File: config.mk
export PLATFORM = sky130hd
export DESIGN_NAME = motor_phase_predictor
export DESIGN_NICKNAME = d
export VERILOG_FILES = /design/src/sv/mpp_pkg.sv /design/src/sv/mpp_core.sv /design/src/sv/motor_phase_predictor.sv
export SDC_FILE = /design/constraint.sdc
export NUM_CORES = 1
export LEC_CHECK = 0
export BUFFER_PORTS_ARGS = -buffer_cell sky130_fd_sc_hd__buf_2
export CELL_PAD_IN_SITES_DETAIL_PLACEMENT = 1
export CELL_PAD_IN_SITES_GLOBAL_PLACEMENT = 1
export CORE_AREA = 5 5 213 153
export CTS_CLUSTER_SIZE = 20
export DETAILED_ROUTE_END_ITERATION = 6
export DIE_AREA = 0 0 218 158
export PLACE_DENSITY = 0.72
export SKIP_LAST_GASP = 1
export SYNTH_ARGS = -nofsm -noshare
export SYNTH_HDL_FRONTEND = slang
export SYNTH_SLANG_ARGS = --single-unit
File: constraint.sdc
create_clock -name i_clk -period 11.5 [get_ports i_clk]
set_input_delay 0 -clock i_clk [delete_from_list [all_inputs] [get_ports i_clk]]
set_output_delay 0 -clock i_clk [all_outputs]
set_load 0.01 [all_outputs]
File: src/sv/mpp_pkg.sv
`default_nettype none

package mpp_pkg;

    // Widths fixed by the item fields and registers
    localparam int READING_W = 12;
    localparam int VEL_W     = 16;
    localparam int ADV_W     = 24;
    localparam int CFG_W     = 8;

    // Register indexes on the configuration port
    localparam logic CFG_ADJUST_STEP   = 1'b0;
    localparam logic CFG_ADVANCE_RATIO = 1'b1;

    // Register reset values
    localparam logic [CFG_W-1:0] ADJUST_STEP_RST   = 8'd5;
    localparam logic [CFG_W-1:0] ADVANCE_RATIO_RST = 8'd0;

    // Item kinds
    typedef enum logic [1:0] {
        FUNC_TICK  = 2'd0,
        FUNC_FRESH = 2'd1,
        FUNC_INIT  = 2'd2,
        FUNC_NOP   = 2'd3
    } t_func;

    // One input request
    typedef struct packed {
        t_func                func;
        logic [READING_W-1:0] reading;
    } t_req;

    // Configuration register contents
    typedef struct packed {
        logic [CFG_W-1:0] adjust_step;
        logic [CFG_W-1:0] advance_ratio;
    } t_cfg;

endpackage

`default_nettype wire

File: src/sv/mpp_core.sv
`default_nettype none

module mpp_core #(
    parameter int PHASE_BITS           = 10,
    parameter int FRACTION_BITS        = 8,
    parameter int STEPS_PER_ROTATION   = 4096,
    parameter int PREDICTS_PER_READING = 4
) (
    input  wire logic                              i_clk,
    input  wire logic                              i_rst_n,
    input  wire logic                              i_fire,
    input  wire mpp_pkg::t_req                     i_req,
    input  wire mpp_pkg::t_cfg                     i_cfg,
    output logic            [PHASE_BITS-1:0]       o_phase,
    output logic signed     [mpp_pkg::VEL_W-1:0]   o_velocity
);

    localparam int ACC_BITS = PHASE_BITS + FRACTION_BITS;
    localparam int RD_W     = mpp_pkg::READING_W;
    localparam int VEL_W    = mpp_pkg::VEL_W;
    localparam int ADV_W    = mpp_pkg::ADV_W;
    localparam int STEP_B   = $clog2(STEPS_PER_ROTATION) + 1;
    // signed change must hold reading difference plus one rotation
    localparam int CHG_W    = ((RD_W > STEP_B) ? RD_W : STEP_B) + 2;
    // velocity times predictions per reading (count fits in 8 signed bits)
    localparam int PRD_W    = VEL_W + 8;
    localparam int CMP_W    = (CHG_W > PRD_W) ? CHG_W : PRD_W;
    localparam int NDG_W    = VEL_W + 2;

    localparam logic signed [CHG_W-1:0] HALF_ROT  = CHG_W'(STEPS_PER_ROTATION / 2);
    localparam logic signed [CHG_W-1:0] FULL_ROT  = CHG_W'(STEPS_PER_ROTATION);
    localparam logic signed [PRD_W-1:0] PRED_MULT = PRD_W'(PREDICTS_PER_READING);
    localparam logic signed [NDG_W-1:0] VEL_MAX   = NDG_W'(32767);
    localparam logic signed [NDG_W-1:0] VEL_MIN   = -NDG_W'(32768);

    // Predictor state
    logic        [ACC_BITS-1:0]   r_acc,       n_acc;
    logic        [RD_W-1:0]       r_last_mech, n_last_mech;
    logic signed [VEL_W-1:0]      r_vel,       n_vel;
    logic signed [ADV_W-1:0]      r_adv,       n_adv;
    logic        [PHASE_BITS-1:0] r_last_pred, n_last_pred;

    // Tick path
    logic [ACC_BITS-1:0] tick_acc;
    logic [ACC_BITS-1:0] tick_adv;

    // Reading path
    logic        [ACC_BITS-1:0] resync_acc;
    logic        [31:0]         resync_wide;
    logic signed [CHG_W-1:0]    chg_raw;
    logic signed [CHG_W-1:0]    chg;
    logic signed [PRD_W-1:0]    pred_prod;
    logic signed [PRD_W-1:0]    pred_chg;
    logic signed [NDG_W-1:0]    adj_ext;
    logic signed [NDG_W-1:0]    vel_nudge;
    logic signed [VEL_W-1:0]    vel_sat;
    logic signed [ADV_W-1:0]    ratio_ext;

    // Tick: advance accumulator by velocity, then add phase advance
    always_comb begin
        tick_acc = r_acc + ACC_BITS'(r_vel);
        tick_adv = tick_acc + ACC_BITS'(r_adv);
    end

    // Reading: wrapped mechanical change against predicted change
    always_comb begin
        resync_wide = 32'(i_req.reading) << FRACTION_BITS;
        resync_acc  = resync_wide[ACC_BITS-1:0];

        chg_raw = CHG_W'($signed({1'b0, i_req.reading}))
                - CHG_W'($signed({1'b0, r_last_mech}));
        if (chg_raw > HALF_ROT) begin
            chg = chg_raw - FULL_ROT;
        end else if (chg_raw < -HALF_ROT) begin
            chg = chg_raw + FULL_ROT;
        end else begin
            chg = chg_raw;
        end

        pred_prod = PRD_W'(r_vel) * PRED_MULT;
        pred_chg  = pred_prod >>> FRACTION_BITS;

        adj_ext = NDG_W'($signed({1'b0, i_cfg.adjust_step}));
        if (CMP_W'(chg) > CMP_W'(pred_chg)) begin
            vel_nudge = NDG_W'(r_vel) + adj_ext;
        end else if (CMP_W'(chg) < CMP_W'(pred_chg)) begin
            vel_nudge = NDG_W'(r_vel) - adj_ext;
        end else begin
            vel_nudge = NDG_W'(r_vel);
        end

        if (vel_nudge > VEL_MAX) begin
            vel_sat = VEL_W'(VEL_MAX);
        end else if (vel_nudge < VEL_MIN) begin
            vel_sat = VEL_W'(VEL_MIN);
        end else begin
            vel_sat = VEL_W'(vel_nudge);
        end

        ratio_ext = ADV_W'($signed({1'b0, i_cfg.advance_ratio}));
    end

    // Next state per item kind
    always_comb begin
        n_acc       = r_acc;
        n_last_mech = r_last_mech;
        n_vel       = r_vel;
        n_adv       = r_adv;
        n_last_pred = r_last_pred;
        unique case (i_req.func)
            mpp_pkg::FUNC_TICK: begin
                n_acc       = tick_acc;
                n_last_pred = tick_adv[ACC_BITS-1:FRACTION_BITS];
            end
            mpp_pkg::FUNC_FRESH: begin
                n_vel       = vel_sat;
                n_acc       = resync_acc;
                n_adv       = ADV_W'(vel_sat) * ratio_ext;
                n_last_mech = i_req.reading;
            end
            mpp_pkg::FUNC_INIT: begin
                n_vel       = '0;
                n_acc       = resync_acc;
                n_last_mech = i_req.reading;
            end
            mpp_pkg::FUNC_NOP: begin
                n_acc = r_acc;
            end
            default: begin
                n_acc = r_acc;
            end
        endcase
    end

    // State register
    always_ff @(posedge i_clk) begin
        if (!i_rst_n) begin
            r_acc       <= '0;
            r_last_mech <= '0;
            r_vel       <= '0;
            r_adv       <= '0;
            r_last_pred <= '0;
        end else if (i_fire) begin
            r_acc       <= n_acc;
            r_last_mech <= n_last_mech;
            r_vel       <= n_vel;
            r_adv       <= n_adv;
            r_last_pred <= n_last_pred;
        end
    end

    assign o_phase    = n_last_pred;
    assign o_velocity = n_vel;

endmodule

`default_nettype wire

File: src/sv/motor_phase_predictor.sv
`default_nettype none

// Channel   | Handshake                 | Payload
// ----------+---------------------------+--------------------------------------
// input     | i_in_valid / o_in_ready   | i_func, i_reading
// result    | o_out_valid / i_out_ready | o_predicted_phase, o_velocity
// config    | i_cfg_we (no wait)        | i_cfg_index, i_cfg_data
//
// One request per clock sustained while the result is not stalled; a request's
// result passes the input register, then the result register, to the outputs.
// All arithmetic for a request sits between the input register and the
// result register; the fresh-reading path (compare, nudge, 16x8 multiply)
// sets the cycle time.
// Synchronous active-low reset clears state; registers return to defaults.
// A stalled result holds the input register; the input side stays open while
// the input register is empty.

module motor_phase_predictor #(
    parameter int PHASE_BITS           = 10,
    parameter int FRACTION_BITS        = 8,
    parameter int STEPS_PER_ROTATION   = 4096,
    parameter int PREDICTS_PER_READING = 4
) (
    input  wire logic                                    i_clk,
    input  wire logic                                    i_rst_n,
    input  wire logic                                    i_in_valid,
    output logic                                         o_in_ready,
    input  wire logic [1:0]                              i_func,
    input  wire logic [mpp_pkg::READING_W-1:0]           i_reading,
    output logic                                         o_out_valid,
    input  wire logic                                    i_out_ready,
    output logic        [PHASE_BITS-1:0]                 o_predicted_phase,
    output logic signed [mpp_pkg::VEL_W-1:0]             o_velocity,
    input  wire logic                                    i_cfg_we,
    input  wire logic                                    i_cfg_index,
    input  wire logic [mpp_pkg::CFG_W-1:0]               i_cfg_data
);

    mpp_pkg::t_cfg r_cfg;
    mpp_pkg::t_req r_in;
    logic          r_in_valid;
    logic          advance;

    logic        [PHASE_BITS-1:0]     core_phase;
    logic signed [mpp_pkg::VEL_W-1:0] core_vel;

    logic        [PHASE_BITS-1:0]     r_out_phase;
    logic signed [mpp_pkg::VEL_W-1:0] r_out_vel;
    logic                             r_out_valid;

    // Configuration registers
    always_ff @(posedge i_clk) begin
        if (!i_rst_n) begin
            r_cfg.adjust_step   <= mpp_pkg::ADJUST_STEP_RST;
            r_cfg.advance_ratio <= mpp_pkg::ADVANCE_RATIO_RST;
        end else if (i_cfg_we) begin
            unique case (i_cfg_index)
                mpp_pkg::CFG_ADJUST_STEP:   r_cfg.adjust_step   <= i_cfg_data;
                mpp_pkg::CFG_ADVANCE_RATIO: r_cfg.advance_ratio <= i_cfg_data;
                default:                    r_cfg               <= r_cfg;
            endcase
        end
    end

    // Request moves to the result register when that is free or draining
    assign advance    = r_in_valid && (!r_out_valid || i_out_ready);
    assign o_in_ready = !r_in_valid || advance;

    // Input register
    always_ff @(posedge i_clk) begin
        if (!i_rst_n) begin
            r_in_valid <= 1'b0;
        end else if (o_in_ready) begin
            r_in_valid <= i_in_valid;
        end
    end

    always_ff @(posedge i_clk) begin
        if (o_in_ready && i_in_valid) begin
            r_in.func    <= mpp_pkg::t_func'(i_func);
            r_in.reading <= i_reading;
        end
    end

    // Predictor state and arithmetic
    mpp_core #(
        .PHASE_BITS           (PHASE_BITS),
        .FRACTION_BITS        (FRACTION_BITS),
        .STEPS_PER_ROTATION   (STEPS_PER_ROTATION),
        .PREDICTS_PER_READING (PREDICTS_PER_READING)
    ) u_core (
        .i_clk      (i_clk),
        .i_rst_n    (i_rst_n),
        .i_fire     (advance),
        .i_req      (r_in),
        .i_cfg      (r_cfg),
        .o_phase    (core_phase),
        .o_velocity (core_vel)
    );

    // Result register
    always_ff @(posedge i_clk) begin
        if (!i_rst_n) begin
            r_out_valid <= 1'b0;
        end else if (advance) begin
            r_out_valid <= 1'b1;
        end else if (i_out_ready) begin
            r_out_valid <= 1'b0;
        end
    end

    always_ff @(posedge i_clk) begin
        if (advance) begin
            r_out_phase <= core_phase;
            r_out_vel   <= core_vel;
        end
    end

    assign o_out_valid       = r_out_valid;
    assign o_predicted_phase = r_out_phase;
    assign o_velocity        = r_out_vel;

    // Init request always reports zero velocity
    a_init_clears_vel: assert property (@(posedge i_clk) disable iff (!i_rst_n)
        advance && (r_in.func == mpp_pkg::FUNC_INIT) |=> (o_velocity == '0))
        else $error("init request did not clear velocity");

    // A waiting request is held until it moves on
    a_in_held: assert property (@(posedge i_clk) disable iff (!i_rst_n)
        r_in_valid && !advance |=> r_in_valid && $stable(r_in))
        else $error("input register lost a waiting request");

    // A stalled result keeps its value
    a_out_held: assert property (@(posedge i_clk) disable iff (!i_rst_n)
        r_out_valid && !i_out_ready |=> r_out_valid && $stable(r_out_vel)
            && $stable(r_out_phase))
        else $error("result register changed while stalled");

    // Reset empties the result register
    a_rst_empty: assert property (@(posedge i_clk)
        !i_rst_n |=> !o_out_valid)
        else $error("result valid after reset");

endmodule

`default_nettype wire
---- After elaboration in Yosys (flattened, before gate mapping) ----
Cells that the tools add are included.
word-level totals
  input port bits ......................... 28
  logic and storage cells ................. 57
  flip-flop bits (word level) ............. 132
  output and inout port bits .............. 28
operators by class
  bitwise operators ....................... 2
  order comparisons ....................... 6
  reductions and logical operators ........ 14
  add/subtract/negate cells ............... 7
  multiplexer cells ....................... 11
  equal/unequal tests ..................... 3
  multipliers ............................. 1
operators with widths
  cell                                                              count
  adder 18 bit                                                      2
  two-way mux 18 bit                                                2
  case mux 18 bit (2 select lines)                                  1
  two-way mux 16 bit                                                2
  case mux 16 bit (2 select lines)                                  1
  two-way mux 15 bit                                                2
  greater-than comparator 18 x 16 -> 1 bit (second input constant)  1
  less-than comparator 18 x 16 -> 1 bit (second input constant)     1
  multiplier 16 x 9 -> 18 bit                                       1
  adder 16 x 9 -> 17 bit                                            1
  subtractor 16 x 9 -> 17 bit                                       1
  adder 15 x 14 -> 15 bit (second input constant)                   1
  greater-than comparator 15 x 10 -> 1 bit                          1
  greater-than comparator 15 x 13 -> 1 bit (second input constant)  1
  less-than comparator 15 x 10 -> 1 bit                             1
  less-than comparator 15 x 12 -> 1 bit (second input constant)     1
  subtractor 15 x 14 -> 15 bit (second input constant)              1
  subtractor 12 x 12 -> 13 bit                                      1
  two-way mux 10 bit                                                1
  AND reduction 2 bit                                               5
  == test 2 bit (second input constant)                             2
  == test 2 x 1 -> 1 bit (second input constant)                    1
  logical AND 1 bit                                                 2
  zero test 1 bit                                                   2
  other kinds (6)                                                   9

---- Logic depth before layout (Yosys ltp) ----
  depth in word-level cells ............... 11
  mapped depth ............................ 44
  depth with buffers taken out ............ 44

---- Cells and area by module ----
From an unflattened synthesis, not the netlist that was laid out.
second synthesis, totals
  cells, all modules ...................... 1381
  area, all modules ....................... 11811.3 µm²
by module, submodules not included
  module                 area an instance (µm²)  instances  seq. area each (µm²)  cells an instance
  mpp_core               9905.8                  1          1481.4                1267
  motor_phase_predictor  1905.6                  1          1561.5                114

---- Least setup slack after synthesis ----
OpenSTA, ideal clock, no wires.
  path kind ............................... register to register
  start ................................... register r_in[0] in the netlist's numbering
  end ..................................... register u_core.r_adv[17]
  cell stages (with the launch flop) ...... 39
  slack ................................... 2.387 ns
  required time ........................... 11.367 ns
  arrival time ............................ 8.981 ns
  period minus slack after synthesis ...... 9.113 ns
  cell sequence ........................... edfxtp_1 inv_1 ha_1 fa_1 nor2b_1 o21ai_0 a21boi_0 nor2_1 or4_1 or3_1 nor4_1 o221ai_1 and3_1 ha_1 nand3_1 o41a_1 nand3_1 nand4bb_1 [3 not listed] a211oi_1 nor2_1 and2_1 fa_1 fa_1 fa_1 inv_1 fa_1 inv_1 ha_1 and3_1 a211oi_1 o21bai_1 a21oi_1 o21ai_0 xnor3_1 xnor2_1 a21oi_1
between the ends
  word-level cells in the longest chain between the ends .. 11
  elaborated cells on any way between the ends .. 16
ends and longest elaborated chain
  item                                                                              RTL line                        RTL
  from (decl)                                                                       motor_phase_predictor.sv:40     mpp_pkg::t_req r_in;
  subtractor 12 x 12 -> 13 bit *                                                    mpp_core.sv:71                  - CHG_W'($signed({1'b0, r_last_mech}));
  adder 15 x 14 -> 15 bit or less-than comparator 15 x 12 -> 1 bit (tied branches)  mpp_core.sv:75, mpp_core.sv:74
  two-way mux 15 bit                                                                mpp_core.sv:74                  end else if (chg_raw < -HALF_ROT) begin
  two-way mux 15 bit *                                                              mpp_core.sv:72                  if (chg_raw > HALF_ROT) begin
  less-than comparator 15 x 10 -> 1 bit                                             mpp_core.sv:86                  end else if (CMP_W'(chg) < CMP_W'(pred_chg)) begin
  two-way mux 18 bit                                                                mpp_core.sv:86
  two-way mux 18 bit *                                                              mpp_core.sv:84                  if (CMP_W'(chg) > CMP_W'(pred_chg)) begin
  less-than comparator 18 x 16 -> 1 bit                                             mpp_core.sv:94                  end else if (vel_nudge < VEL_MIN) begin
  two-way mux 16 bit                                                                mpp_core.sv:94
  two-way mux 16 bit *                                                              mpp_core.sv:92                  if (vel_nudge > VEL_MAX) begin
  multiplier 16 x 9 -> 18 bit *                                                     mpp_core.sv:118                 n_adv = ADV_W'(vel_sat) * ratio_ext;
  to (signal assigned)                                                              mpp_core.sv:147                 r_adv <= n_adv;
  to (decl)                                                                         mpp_core.sv:40                  logic signed [ADV_W-1:0] r_adv, n_adv;
Every way passes the cells marked *; elsewhere a longest branch is shown, timed or not.
A chain may end at the register's enable or synchronous reset.

---- Worst setup path in the final report ----
Same ends and word-level chain as after synthesis.

==> flow_summary.ini <==
[logic_synthesis]
synth_xor_area_share_pct = 4.15
netlist.area_leader.share_pct = 15.5
synth-compound-area-share_pct = 16.1
netlist_area_sq_um = 11900
yosysTopAreaCell = dfxtp_1
synth_top_family_by_area = adder cells
synth_fa_ha_area_share_pct = 24.7
seq_area_frac_synth_pct = 25.6
ys_ff_latch = 132
yosysUniqueCellTypes = 84
synthArstFlopShare_pct = 0
ys.flop_type = dfxtp_1
ys_warn_count = 0
synth_area_leaders = dfxtp_1 (15%), fa_1 (13%), ha_1 (12%), edfxtp_1 (10%), nand2_1 (6.1%)
synth_edf_count = 40
yosys.area_share.simple_pct = 19.7
muxShareOfSynthArea_pct = 2.36
avgSynthCellArea_sq_um = 8.37
syn-num-nets = 1638
synth_cells = 1421

[drt]
avgViaCountPerCell = 5.51
ant_nets = 0
firstDrtPassIters = 5
vias = 10600
drc = 0
wl_um = 39700
wl_per_cell_um = 20.7
drt_iter0_drc = 835

[cells_and_area]
multiInputGateArea_sq_um = 8020
drive_gt1_share_pct = 9.49
final_cell_mix = nand2_1 (194), inv_1 (174), ha_1 (113), a21oi_1 (110), dfxtp_1 (92)
nNetsFinal = 1700
register_area_sq_um = 3040
diodes = 0
design_area_sq_um = 13500
fillers = 3652
fin_cells = 1916
layout_commonest_cell = nand2_1
synthToLayoutAreaGrowth_pct = 13.6

[setup_path]
critPathCaptureType = flip-flop
critPathTopFamily = compound AO/OA/AOI/OAI gates
arrival_ns = 10.77
worstPathRequired_ns = 11.80
max_stage_delay_ns = 0.56
crit_buf_inv = 3
slowest_stage = a211oi_1
critPathMaxFanout = 9
crit_type = flip-flop to flip-flop
worst_setup_path_start_kind = flip-flop

[global_routing]
grt_use_total_pct = 23.2
grt_pass1_vias = 10900
grt_pass1_wl_um = 62200
grt_max_degree = 85
antenna_found_initial = 0
overflow = 0

[outcome]
status = completed

[timing]
fmaxAchievable_ghz = 0.0955
hold_viol = 0
slew_violations = 0
setup_viol = 0
rsz0062_at_grt = false
fin_crit_ns = 10.47
fin_skew_ns = 0.00942
slew_headroom_pct = 18.9
tightest_slew_ns = 1.21
tns_ns = 0
worst_slack_ns = 1.03
post-route-period-util_pct = 91.1
whs_ns = 0.0208

[pwr]
power-per-cell-area_nw_per_um2 = 119
ir_drop_mv = 0.0818
power_leakage_nw = 5.99

[placed_design]
portBuffers = 55
pre_cts_slack_ns = 0.833
gp_congestion = 0.918
dp_hpwl_um = 29800
place_inst = 1853
place_area_sq_um = 12600

[floorplan]
num_rows = 54
die_h_um = 158
die_area_sq_um = 34400
io-pin-count = 56
core-area_sq_um = 30500
initial_utilization_pct = 39.0
die_x_um = 218

[clocking]
clock_latency_ns = 0.45
clk_pin_slew_worst_paths_ns = 0.06
htree_levels = 4
post_cts_buffers = 0
clock_path_buffers = 2
clockRootBuffer = clkbuf_16
cts_buffers = 17
cts_tree = built
cts_sinks = 132

[flow_run]
max_cap_violations = 0

[worst_hold_path]
hold_class = input port to flip-flop
Yosys cell counts, drive strengths merged, types with 5 or more instances:
| master | n |
|---|---|
| nand2 | 194 |
| dfxtp | 92 |
| a211oi | 12 |
| o21ai | 62 |
| mux2 | 14 |
| a21o | 18 |
| a22oi | 7 |
| or3 | 10 |
| clkbuf | 43 |
| nand4 | 10 |
| edfxtp | 40 |
| xor2 | 12 |
| inv | 175 |
| o22ai | 5 |
| nor2 | 96 |
| buf | 12 |
| fa | 76 |
| xnor2 | 41 |
| nor3b | 7 |
| nor2b | 24 |
| nor3 | 23 |
| o21bai | 9 |
| ha | 113 |
| nand2b | 18 |
| a21oi | 113 |
| o211ai | 7 |
| mux2i | 11 |
| nor4 | 5 |
| nand3 | 51 |
| o21a | 7 |
| a21boi | 8 |
| a31oi | 6 |
| and2 | 39 |
metal layers:
layer	GRT usage, %	wire, um
met3	4.80	2460
met5	0	0
met1	34.1	19400
met4	4.42	525
met2	35.7	17400
flip-flops by register name, summed over array words and instances (netlist names):
signal / count
o_out_valid: 1
o_predicted_phase: 10
o_velocity: 16
r_cfg: 16
r_in: 14
r_in_valid: 1
u_core.r_acc: 18
u_core.r_adv: 18
u_core.r_last_mech: 12
u_core.r_last_pred: 10
u_core.r_vel: 16
power breakdown:
group	switching (mW)	internal [mW]	total (mW)
clock network	0.236	0.344	0.580
logic	0.322	0.179	0.501
registers	0.0216	0.499	0.521
cell families after synthesis:
kind of cell / count (synthesis)
simple gates: 495
compound gates: 295
buf+inv: 231
fa+ha+maj: 189
flops: 132
xor+xnor: 54
mux: 25
worst paths after layout:
kind,endpoint,from,cells past startpoint,slack [ns]
max,u_core.r_adv[17]$_SDFFE_PN0P_,r_in[0]$_DFFE_PP_,39,1.03
min,u_core.r_last_pred[5]$_SDFFE_PN0P_,i_rst_n,2,0.02
max reg2reg,u_core.r_adv[17]$_SDFFE_PN0P_,r_in[0]$_DFFE_PP_,39,1.03
min reg2reg,u_core.r_last_mech[9]$_SDFFE_PN0P_,u_core.r_last_mech[9]$_SDFFE_PN0P_,2,0.46
worst register-to-register path: cells and delay by family, from the launching register on:
kind / cells / cell delay [ns]
compound gates: 17 / 3.92
buf+inv: 3 / 0.15
flops: 1 / 0.37
xor+xnor: 2 / 0.54
fa+ha+maj: 8 / 3.36
simple gates: 9 / 2.02
through the flow:
| stage | util, % | total power, mW |
|---|---|---|
| 2_1_floorplan | - | 0.845 |
| 3_3_place_gp | 41.2 | 0.993 |
| 3_5_place_dp | 41.2 | 1.01 |
| 4_1_cts | 44.1 | 1.60 |
| 5_1_grt | 44.2 | 1.68 |
| 6_report | 44.2 | 1.60 |
area by class of cell:
cell class | instances | share of cell area, %
Multi-Input combinational cell | 1060 | 59.4
Sequential cell | 132 | 22.5
Inverter | 176 | 4.89
Timing Repair Buffer | 96 | 4.85
Tap cell | 420 | 3.89
Clock buffer | 18 | 3.18
Clock inverter | 14 | 1.31
repair_timing:
action                                  in CTS  in global routing
resized for setup                            0                  2
endpoints found under the setup margin       0                  4
hold endpoints to repair                    31                  0
hold buffers                                29                  0
Note: power is estimated with default switching activity, not from simulation.
